$ cat src/rtl/anui_pkg.sv
// ----------------------------------------------------------------------------
// anui_pkg: shared types and constants of the Annex-B NAL unit indexer
// Input word, result word and the event word passed from front to back.
// ----------------------------------------------------------------------------
`default_nettype none

package anui_pkg;

  localparam int unsigned POS_BITS = 24;
  localparam logic [POS_BITS-1:0] POS_MAX = {POS_BITS{1'b1}};

  localparam logic [4:0] NAL_TYPE_MASK = 5'h1F;
  localparam logic [4:0] NAL_TYPE_SPS  = 5'd7;
  localparam logic [4:0] NAL_TYPE_PPS  = 5'd8;

  localparam logic [7:0] BYTE_ZERO = 8'h00;
  localparam logic [7:0] BYTE_ONE  = 8'h01;

  typedef logic [POS_BITS-1:0] pos_t;

  typedef struct packed {
    logic [7:0] data_byte;
    logic       segment_last;
    logic       key_frame;
  } in_item_t;

  typedef struct packed {
    logic       nal_valid;
    logic [23:0] nal_offset;
    logic [23:0] nal_length;
    logic [4:0] nal_type;
    logic       have_param_sets;
    logic       segment_end;
    logic       frame_key;
    logic       length_overflow;
  } result_t;

  // one event per byte that closes a NAL or ends the segment
  typedef struct packed {
    logic       closing;     // a NAL was open and ends here
    pos_t       end_pos;
    pos_t       begin_pos;
    logic [4:0] nal_type;
    logic       seg_last;
    logic       key;
    logic       ovf;
  } event_t;

endpackage

`default_nettype wire

$ cat src/rtl/anui_front.sv
// ----------------------------------------------------------------------------
// anui_front: byte classifier
// Tracks byte position, zero run and start codes; emits one event per byte
// that closes a NAL unit or ends the segment.
// ----------------------------------------------------------------------------
`default_nettype none

module anui_front import anui_pkg::*; (
  input  wire logic     clk_i,
  input  wire logic     rst_ni,
  input  wire logic     byte_vld_i,
  input  wire in_item_t byte_i,
  output event_t        evt_o,
  output logic          evt_vld_o
);

  pos_t       pos_q, pos_d;
  logic [1:0] zrun_q, zrun_d;
  logic       inside_q, inside_d;
  pos_t       begin_q, begin_d;
  logic       tpend_q, tpend_d;
  logic [4:0] ctype_q, ctype_d;
  logic       ovf_q, ovf_d;

  logic       at_max;
  logic       is_start;
  logic [4:0] type_now;
  pos_t       pos_inc;
  pos_t       start_end;

  always_comb begin
    at_max    = (pos_q == POS_MAX);
    pos_inc   = at_max ? POS_MAX : pos_q + pos_t'(1);
    type_now  = tpend_q ? (byte_i.data_byte[4:0] & NAL_TYPE_MASK) : ctype_q;
    is_start  = (byte_i.data_byte == BYTE_ONE) && zrun_q[1];
    // start code zeros (two or three) are cut from the closing NAL
    start_end = (pos_q >= pos_t'(zrun_q)) ? pos_q - pos_t'(zrun_q) : '0;

    evt_o.closing   = inside_q;
    evt_o.end_pos   = is_start ? start_end : pos_inc;
    evt_o.begin_pos = begin_q;
    evt_o.nal_type  = type_now;
    evt_o.seg_last  = byte_i.segment_last;
    evt_o.key       = byte_i.key_frame;
    evt_o.ovf       = ovf_q | at_max;
    evt_vld_o       = byte_vld_i && ((is_start && inside_q) || byte_i.segment_last);

    pos_d    = pos_inc;
    ovf_d    = ovf_q | at_max;
    ctype_d  = type_now;
    tpend_d  = is_start;
    inside_d = inside_q | is_start;
    begin_d  = is_start ? pos_inc : begin_q;
    if (byte_i.data_byte == BYTE_ZERO) begin
      zrun_d = (zrun_q == 2'd3) ? zrun_q : zrun_q + 2'd1;
    end else begin
      zrun_d = '0;
    end

    if (byte_i.segment_last) begin
      pos_d    = '0;
      ovf_d    = 1'b0;
      ctype_d  = '0;
      tpend_d  = 1'b0;
      inside_d = 1'b0;
      begin_d  = '0;
      zrun_d   = '0;
    end
  end

  always_ff @(posedge clk_i or negedge rst_ni) begin
    if (!rst_ni) begin
      pos_q    <= '0;
      zrun_q   <= '0;
      inside_q <= 1'b0;
      begin_q  <= '0;
      tpend_q  <= 1'b0;
      ctype_q  <= '0;
      ovf_q    <= 1'b0;
    end else if (byte_vld_i) begin
      pos_q    <= pos_d;
      zrun_q   <= zrun_d;
      inside_q <= inside_d;
      begin_q  <= begin_d;
      tpend_q  <= tpend_d;
      ctype_q  <= ctype_d;
      ovf_q    <= ovf_d;
    end
  end

endmodule

`default_nettype wire

$ cat src/rtl/anui_evq.sv
// ----------------------------------------------------------------------------
// anui_evq: two-entry event queue
// Decouples the byte classifier from the descriptor builder.
// ----------------------------------------------------------------------------
`default_nettype none

module anui_evq import anui_pkg::*; (
  input  wire logic   clk_i,
  input  wire logic   rst_ni,
  input  wire logic   push_i,
  input  wire event_t data_i,
  output logic        full_o,
  output logic        vld_o,
  input  wire logic   pop_i,
  output event_t      data_o
);

  event_t     mem_q [2];
  logic       wr_q, rd_q;
  logic [1:0] cnt_q;
  logic       do_push, do_pop;

  assign full_o  = (cnt_q == 2'd2);
  assign vld_o   = (cnt_q != 2'd0);
  assign data_o  = mem_q[rd_q];
  assign do_push = push_i && !full_o;
  assign do_pop  = pop_i && vld_o;

  always_ff @(posedge clk_i) begin
    if (do_push) begin
      mem_q[wr_q] <= data_i;
    end
  end

  always_ff @(posedge clk_i or negedge rst_ni) begin
    if (!rst_ni) begin
      wr_q  <= 1'b0;
      rd_q  <= 1'b0;
      cnt_q <= '0;
    end else begin
      if (do_push) wr_q <= ~wr_q;
      if (do_pop)  rd_q <= ~rd_q;
      cnt_q <= cnt_q + {1'b0, do_push} - {1'b0, do_pop};
    end
  end

endmodule

`default_nettype wire

$ cat src/rtl/anui_back.sv
// ----------------------------------------------------------------------------
// anui_back: descriptor builder
// Turns events into result words, keeps the sticky parameter-set flag and
// holds finished results in a two-entry output queue.
// ----------------------------------------------------------------------------
`default_nettype none

module anui_back import anui_pkg::*; (
  input  wire logic   clk_i,
  input  wire logic   rst_ni,
  input  wire logic   evt_vld_i,
  input  wire event_t evt_i,
  output logic        evt_pop_o,
  output logic        empty_o,
  input  wire logic   pop_i,
  output result_t     res_o
);

  result_t    buf_q [2];
  logic       wr_q, rd_q;
  logic [1:0] cnt_q;
  logic       psets_q;
  logic       emit;
  logic       psets_now;
  result_t    res_new;
  logic       do_pop;

  always_comb begin
    emit      = evt_i.closing && (evt_i.end_pos > evt_i.begin_pos);
    psets_now = psets_q | (emit && (evt_i.nal_type == NAL_TYPE_PPS));

    res_new.nal_valid       = emit;
    res_new.nal_offset      = emit ? evt_i.begin_pos : '0;
    res_new.nal_length      = emit ? evt_i.end_pos - evt_i.begin_pos : '0;
    res_new.nal_type        = emit ? evt_i.nal_type : '0;
    res_new.have_param_sets = psets_now;
    res_new.segment_end     = evt_i.seg_last;
    res_new.frame_key       = evt_i.key;
    res_new.length_overflow = evt_i.ovf;
  end

  assign empty_o   = (cnt_q == 2'd0);
  assign res_o     = buf_q[rd_q];
  assign do_pop    = pop_i && !empty_o;
  assign evt_pop_o = evt_vld_i && ((cnt_q != 2'd2) || do_pop);

  // a start-code event with an empty NAL and no segment end carries nothing
  logic store;
  assign store = evt_pop_o && (emit || evt_i.seg_last);

  always_ff @(posedge clk_i) begin
    if (store) begin
      buf_q[wr_q] <= res_new;
    end
  end

  always_ff @(posedge clk_i or negedge rst_ni) begin
    if (!rst_ni) begin
      wr_q    <= 1'b0;
      rd_q    <= 1'b0;
      cnt_q   <= '0;
      psets_q <= 1'b0;
    end else begin
      if (store)  wr_q <= ~wr_q;
      if (do_pop) rd_q <= ~rd_q;
      cnt_q <= cnt_q + {1'b0, store} - {1'b0, do_pop};
      if (evt_pop_o) psets_q <= psets_now;
    end
  end

endmodule

`default_nettype wire

$ cat src/rtl/annexb_nal_unit_indexer.sv
// ----------------------------------------------------------------------------
// annexb_nal_unit_indexer: Annex-B NAL unit indexer
// Takes one Annex-B byte per cycle and gives one descriptor per NAL unit
// (offset, length for the AVCC prefix, type) plus an end-of-segment word.
//
// Input side is a queue: push with item_i is taken when full is low.
// One byte per cycle is sustained while full is low; a byte never waits
// on its own result. Result side is a queue: result_o holds the oldest
// word while empty is low and pop takes it. A descriptor passes through
// the event queue and the output queue after the byte that closes the NAL
// (the 01 of the next start code or the segment's last byte); the last byte
// always yields a word, nal_valid=0 if nothing closed. Throughput: one byte
// per cycle while full is low; the event queue and output queue each hold
// two words. When pop stays low the output queue fills, then the event
// queue, then full rises. Reset clears all segment state, the sticky
// parameter-set flag and both queues. Offsets count from the segment's
// first byte and saturate at 2^24-1, flagged by length_overflow.
// ----------------------------------------------------------------------------
`default_nettype none

module annexb_nal_unit_indexer import anui_pkg::*; (
  input  wire logic     clk_i,
  input  wire logic     rst_ni,
  input  wire logic     push,
  input  wire in_item_t item_i,
  output logic          full,
  output logic          empty,
  input  wire logic     pop,
  output result_t       result_o
);

  event_t evt_in, evt_out;
  logic   evt_push, evt_full, evt_vld, evt_pop;
  logic   byte_vld;

  assign byte_vld = push && !full;
  assign full     = evt_full;

  anui_front u_front (
    .clk_i      (clk_i),
    .rst_ni     (rst_ni),
    .byte_vld_i (byte_vld),
    .byte_i     (item_i),
    .evt_o      (evt_in),
    .evt_vld_o  (evt_push)
  );

  anui_evq u_evq (
    .clk_i  (clk_i),
    .rst_ni (rst_ni),
    .push_i (evt_push),
    .data_i (evt_in),
    .full_o (evt_full),
    .vld_o  (evt_vld),
    .pop_i  (evt_pop),
    .data_o (evt_out)
  );

  anui_back u_back (
    .clk_i     (clk_i),
    .rst_ni    (rst_ni),
    .evt_vld_i (evt_vld),
    .evt_i     (evt_out),
    .evt_pop_o (evt_pop),
    .empty_o   (empty),
    .pop_i     (pop),
    .res_o     (result_o)
  );

endmodule

`default_nettype wire

$ cat config.mk
export PLATFORM = sky130hd
export DESIGN_NAME = annexb_nal_unit_indexer
export DESIGN_NICKNAME = d
export VERILOG_FILES = /design/src/rtl/anui_pkg.sv /design/src/rtl/anui_front.sv /design/src/rtl/anui_evq.sv /design/src/rtl/anui_back.sv /design/src/rtl/annexb_nal_unit_indexer.sv
export SDC_FILE = /design/constraint.sdc
export NUM_CORES = 1
export LEC_CHECK = 0
export ABC_AREA = 1
export BUFFER_PORTS_ARGS = -buffer_cell sky130_fd_sc_hd__buf_2
export CORE_UTILIZATION = 62
export DETAILED_ROUTE_END_ITERATION = 10
export HOLD_SLACK_MARGIN = 0.06
export PLACE_DENSITY = 0.82
export SLEW_MARGIN = 20
export SYNTH_ARGS = -nofsm -noshare
export SYNTH_HDL_FRONTEND = slang
export SYNTH_SLANG_ARGS = --single-unit
$ cat constraint.sdc
create_clock -name clk_i -period 7.11 [get_ports clk_i]
set_input_delay 1.0665 -clock clk_i [delete_from_list [all_inputs] [get_ports clk_i]]
set_output_delay 1.0665 -clock clk_i [all_outputs]
set_load 0.05 [all_outputs]
# Word level (Yosys, flattened, before mapping)
# Memory sizes are Yosys's and may differ from the RTL's.
# Cells that the tools add are included.
# classes
add_sub_neg	8
eq_ne	7
bitwise_logic	7
mux	21
n_reduce_logical	22
n_lt_le_gt_ge	2
# ops
op	count
$mux 24	8
$add 24x1->24 const B	1
$eq 24x24->1 const B	1
$ge 24x2->1	1
$gt 24x24->1	1
$sub 24x2->24	1
$sub 24x24->24	1
$mux 5	3
$logic_and 1x1->1	11
$eq 8x1->1 const B	1
$logic_not 8->1	1
$mux 1	7
$mux 2	3
$eq 5x4->1 const B	1
$add 2x1->2	2
$eq 2x2->1 const B	2
$not 1->1	4
$reduce_and 2->1	2
$reduce_bool 2->1	2
$sub 2x1->2	2
$logic_or 1x1->1	3
$ne 3x3->1 const B	1
$or 1x1->1	3
$add 2x1->2 const B	1
other kinds (3)	4
# totals
ff_bits	67
elab_cells	83
ram_bits	230
mem_count	2
inputBits	14
# memory_table
memory	words	width	read_ports	rd_clocked_by_memory_dff	wr	line_no	source
u_back.buf_q	2	58	1	0	1	anui_back.sv:19	result_t buf_q [2];
u_evq.mem_q	2	57	1	0	1	anui_evq.sv:18	event_t mem_q [2];

# Depth between registers and ports, before layout
# logic_depth
depth_word	8
depth_mapped	21
depth_no_buf	19

# Modules after synthesis
# A second synthesis with hierarchy kept.
# hier_totals
hier_cells	1694
area_unflattened_um2	15056.9
# modules_own_cells
mod	cells_each	area_per_inst_um2	instances
anui_back	692	6416.2	1
anui_evq	331	4390.5	1
anui_front	669	4240.3	1
annexb_nal_unit_indexer	2	10.0	1

# Worst setup path after synthesis
# OpenSTA, ideal clock, no wires.
# synth_timing
path_type	flip-flop to flip-flop
start	register u_evq.rd_q
end	memory u_back.buf_q[1][0] (netlist name) (enable)
setup_slack_ns	1.850
path_stages_with_launch	20
arrival_time_ns	4.787
required_time_ns	6.636
period_less_slack_ns	5.260
cell_sequence	dfrtp_1 > clkbuf_1 > inv_1 > clkbuf_1 > or2_2 > o21ai_0 > inv_1 > ha_1 > inv_1 > fa_1 > nand3_1 > nand3_1 > nand2_1 > nand2_1 > nand2_1 > nand3_2 > nand2_2 > nand2_1 > nand2_1 > nor2_1
# synth_between
elab_chain_cells	7
# synth_lines
element	line_no	source
start: declaration	anui_evq.sv:19	logic wr_q, rd_q;
start signal: assignment	anui_evq.sv:42	if (do_pop) rd_q <= ~rd_q;
$mem_v2 2x57 *	n/a	
$gt 24x24->1	anui_back.sv:29	emit = evt_i.closing && (evt_i.end_pos > evt_i.begin_pos);
$logic_and 1x1->1	anui_back.sv:29	
$logic_or 1x1->1 *	anui_back.sv:49	assign store = evt_pop_o && (emit || evt_i.seg_last);
$logic_and 1x1->1 *	anui_back.sv:49	
$mux 1 *	anui_back.sv:52	if (store) begin
$mux 1 (not written as such) *	anui_back.sv:53	buf_q[wr_q] <= res_new;
end: declaration	anui_back.sv:19	
# Every way passes the cells marked *; elsewhere a longest branch is shown, timed or not.

# Final worst setup path
# layout_timing
start	register u_evq.rd_q
end	memory u_back.buf_q[1][40] (netlist name) (enable)
# Same word-level chain as after synthesis.

==> metrics.csv <==
stage,metric,value,unit
global_route,initial antenna violation count,0,
sta,RSZ-0062 raised after global routing,no,
sta,# setup viols final,0,
clock_tree,CTS Hold Bufs,0,
synth,register area share after synthesis,0.592,
cells_and_area,layout cells sized above 1,0.136,
critical_path,crit path cell chain,buf_4 > o21ai_0 > inv_1 > ha_1 > inv_1 > fa_1 > nand3_1 > nand3_1 > nand2_1 > nand2_1 > nand2_1 > nand3_2 > nand2_2 > nand2_1 > nand2_1 > nor2_4 > buf_4,
synth,Post-Synth Adder-Cell Area,0.0304,
floorplanning,die width,155,um
critical_path,CP max FO,58,
sta,final setup TNS,0,ns
synth,asr flop ratio synth,0.226,
global_route,vias in the first global route,9943,
critical_path,slowest library cell on the worst path,buf_4,
cells_and_area,# diodes,0,
sta,max_slew headroom,0.414,
floorplanning,Core ar.,0.0228,mm^2
cells_and_area,nets@finish,1628,
critical_path,delay of the slowest critical-path stage,0.59,ns
sta,final-report hold violation count,0,
clock_tree,CTS H-tree depth,1,
sta,Slew Limit Fails,0,
critical_path,R2R depth,17,
floorplanning,initial core utilization,0.637,
hold_path,Hold Path Depth,0,
hold_path,worst min-delay path class,flip-flop to flip-flop,
synth,Synth Area in Compound Gates,0.0455,
routing,Pre-Repair DR Iteration Count,8,
synth,Mean Syn Cell Area,9.62,um^2
place,hpwl dp,22.6,mm
clock_tree,"Clk pin slew, worst setup/hold paths",0.06,ns
place,PortBufs,73,
clock_tree,CTS buffer count,30,
synth,Simple-Gate Fraction of Synth Area,0.243,
pwr,PD cells,474,mW/mm^2
synth,post-synthesis mux area share,0.0200,
synth,area of the mapped netlist,0.0145,mm^2
routing,drt via density,5.52,
clock_tree,CTS Sinks,297,
critical_path,CP startpoint kind,flip-flop,
floorplanning,io pins,74,
synth,syn_nets,1557,
pwr,Pleak,7.13,nW
routing,Starting DRT DRC Count,981,
cells_and_area,FILL cells,1669,
routing,WL/cell,16.8,um
global_route,largest net degree at the start of global routing,68,
place,dpl cell area,0.0151,mm^2
sta,FMAX,241,MHz
routing,DRC viols,0,
synth,post-synthesis xor/xnor area fraction,0.0217,
routing,ANT nets after route,0,
sta,Least-Margin Pin Slew,0.879,ns
synth,ys flop type,edfxtp_1,
clock_tree,post-cts gate resize count,0,
sta,Tcrit/Tclk final,0.585,
synth,Yosys cell types,40,
global_route,grt total ovfl,0,
critical_path,Setup CP Type,flip-flop to flip-flop,
outcome,outcome,completed,
synth,cells after synthesis,1509,
cells_and_area,cell area after layout,0.0161,mm^2
clock_tree,Setup Buffers After CTS,0,
critical_path,Worst path most repeated cell,nand2_1,
critical_path,WP data arrival,4.34,ns
critical_path,Worst Path Required,7.29,ns
synth,largest family of logic cells by synthesized area,simple AND/OR/NAND/NOR gates,
global_route,Tot GR Track Use,0.275,
sta,Setup Skew,0.0154,ns
job,Max-Cap Viols,0,
cells_and_area,"commonest cells after routing, fill and taps aside","nand2_1 (534), edfxtp_1 (230), inv_1 (111), nor2_1 (104), nand3_1 (77)",
clock_tree,root buffer cell,clkbuf_16,
routing,total wire length,32.3,mm
place,gpl congestion,0.941,
global_route,global-route wire length before repair,51.1,mm
routing,routed via count,10600,
clock_tree,Clock Tree Buf Depth,3,
critical_path,Setup crit end kind,flip-flop,
floorplanning,Chip Height,155,um
sta,crit path time final,4.16,ns
pwr,VDD IR max,0.000331,V
synth,Yosys Warn Count,0,
clock_tree,TritonCTS clock tree,yes,
floorplanning,# rows,55,
cells_and_area,"commonest non-fill, non-tap cell in the layout",nand2_1,
cells_and_area,Layout area overhead,11.2,%
clock_tree,clk_lat worst skew,0.55,ns
synth,Post-synth EDFFs,230,
synth,Seq cells post-synth,297,
floorplanning,Die Area,0.0240,mm^2
## critical path, delay by kind of cell (launching register included)
kind / cells / cell delay (ns)
and+or+nand+nor: 10 / 1.26
DFF: 1 / 0.40
AOI/OAI and AO/OA: 1 / 0.45
buffers and inverters: 4 / 1.15
adders and majority gates: 2 / 0.42
## registers in the layout (all words and copies together), names as in the netlist, 2 cells and up
| name | cells |
|---|---|
| u_back.buf_q | 116 |
| u_evq.mem_q | 114 |
| u_front.begin_q | 24 |
| u_front.pos_q | 24 |
| u_front.ctype_q | 5 |
| u_back.cnt_q | 2 |
| u_evq.cnt_q | 2 |
| u_front.zrun_q | 2 |
## cells by family (layout without fill, tap and decap cells)
| logic type | Yosys count | in the layout |
|---|---|---|
| AOI/OAI and AO/OA | 123 | 123 |
| adders and majority gates | 34 | 34 |
| DFF | 297 | 297 |
| and+or+nand+nor | 824 | 824 |
| buffers and inverters | 166 | 261 |
| muxes | 29 | 29 |
| xor gates and xnor gates | 36 | 36 |
## per-layer routing
metal / vias to the layer above / routed length (um) / track usage
met5: - / 0 / 0
met4: 0 / 938 / 0.0924
met3: 61 / 2110 / 0.0357
met2: 404 / 15800 / 0.465
met1: 4986 / 13500 / 0.368
li1: 5132 / - / -
## final timing paths
| check | start | to | slack, ns |
|---|---|---|---|
| min in group asynchronous | rst_ni | u_back.psets_q | 0.68 |
| setup / recovery | u_evq.rd_q | u_back.buf_q[1][40] | 2.95 |
| max in group asynchronous | rst_ni | u_front.pos_q[12] | 5.81 |
| hold reg to reg | u_front.begin_q[3] | u_evq.mem_q[1][11] | 0.48 |
| hold / removal | u_front.begin_q[3] | u_evq.mem_q[1][11] | 0.48 |
| setup reg to reg | u_evq.rd_q | u_back.buf_q[1][40] | 2.95 |
## area by class of cell
class	count	area (um^2)	area share
flip-flops and latches	297	8590	0.532
multi-input cells	1046	5250	0.325
clock buffers	39	806	0.0500
repair buffers	87	510	0.0317
inverters	118	443	0.0275
well taps	313	392	0.0243
clock inverters	17	144	0.00892
## where the power goes
group / internal (mW) / total (mW) / switching (mW)
Combinational: 0.909 / 3.58 / 2.67
Sequential: 2.44 / 2.56 / 0.118
Clock: 0.872 / 1.50 / 0.631
## per-stage QoR
stage | power (mW) | util | instances | hold WS [ns] | setup WS [ns]
after detailed placement | 6.14 | 0.664 | 1859 | 0.469 | 2.30
after global routing | 8.09 | 0.708 | 1917 | 0.492 | 2.62
after CTS | 7.66 | 0.706 | 1915 | 0.481 | 2.86
final | 7.64 | 0.708 | 1917 | 0.484 | 2.95
after floorplan | 5.33 | - | 1509 | 0.427 | 1.85
after global placement | 6.06 | 0.664 | 1859 | 0.439 | 2.41
## synth_stat cells (all sizes together), types with 15 or more instances
cell,instances,area [um^2]
o21ai,85,440
nand2,539,2040
xor2,21,184
mux2i,29,290
nand3,85,473
nor2,159,752
dfrtp,67,1680
edfxtp,230,6910
a21oi,30,161
clkbuf,23,86.3
inv,117,439
xnor2,15,131
nand4,15,93.8
buf,25,171
ha,32,400
nor3,15,80.1
(Power assumes the default switching activity.)
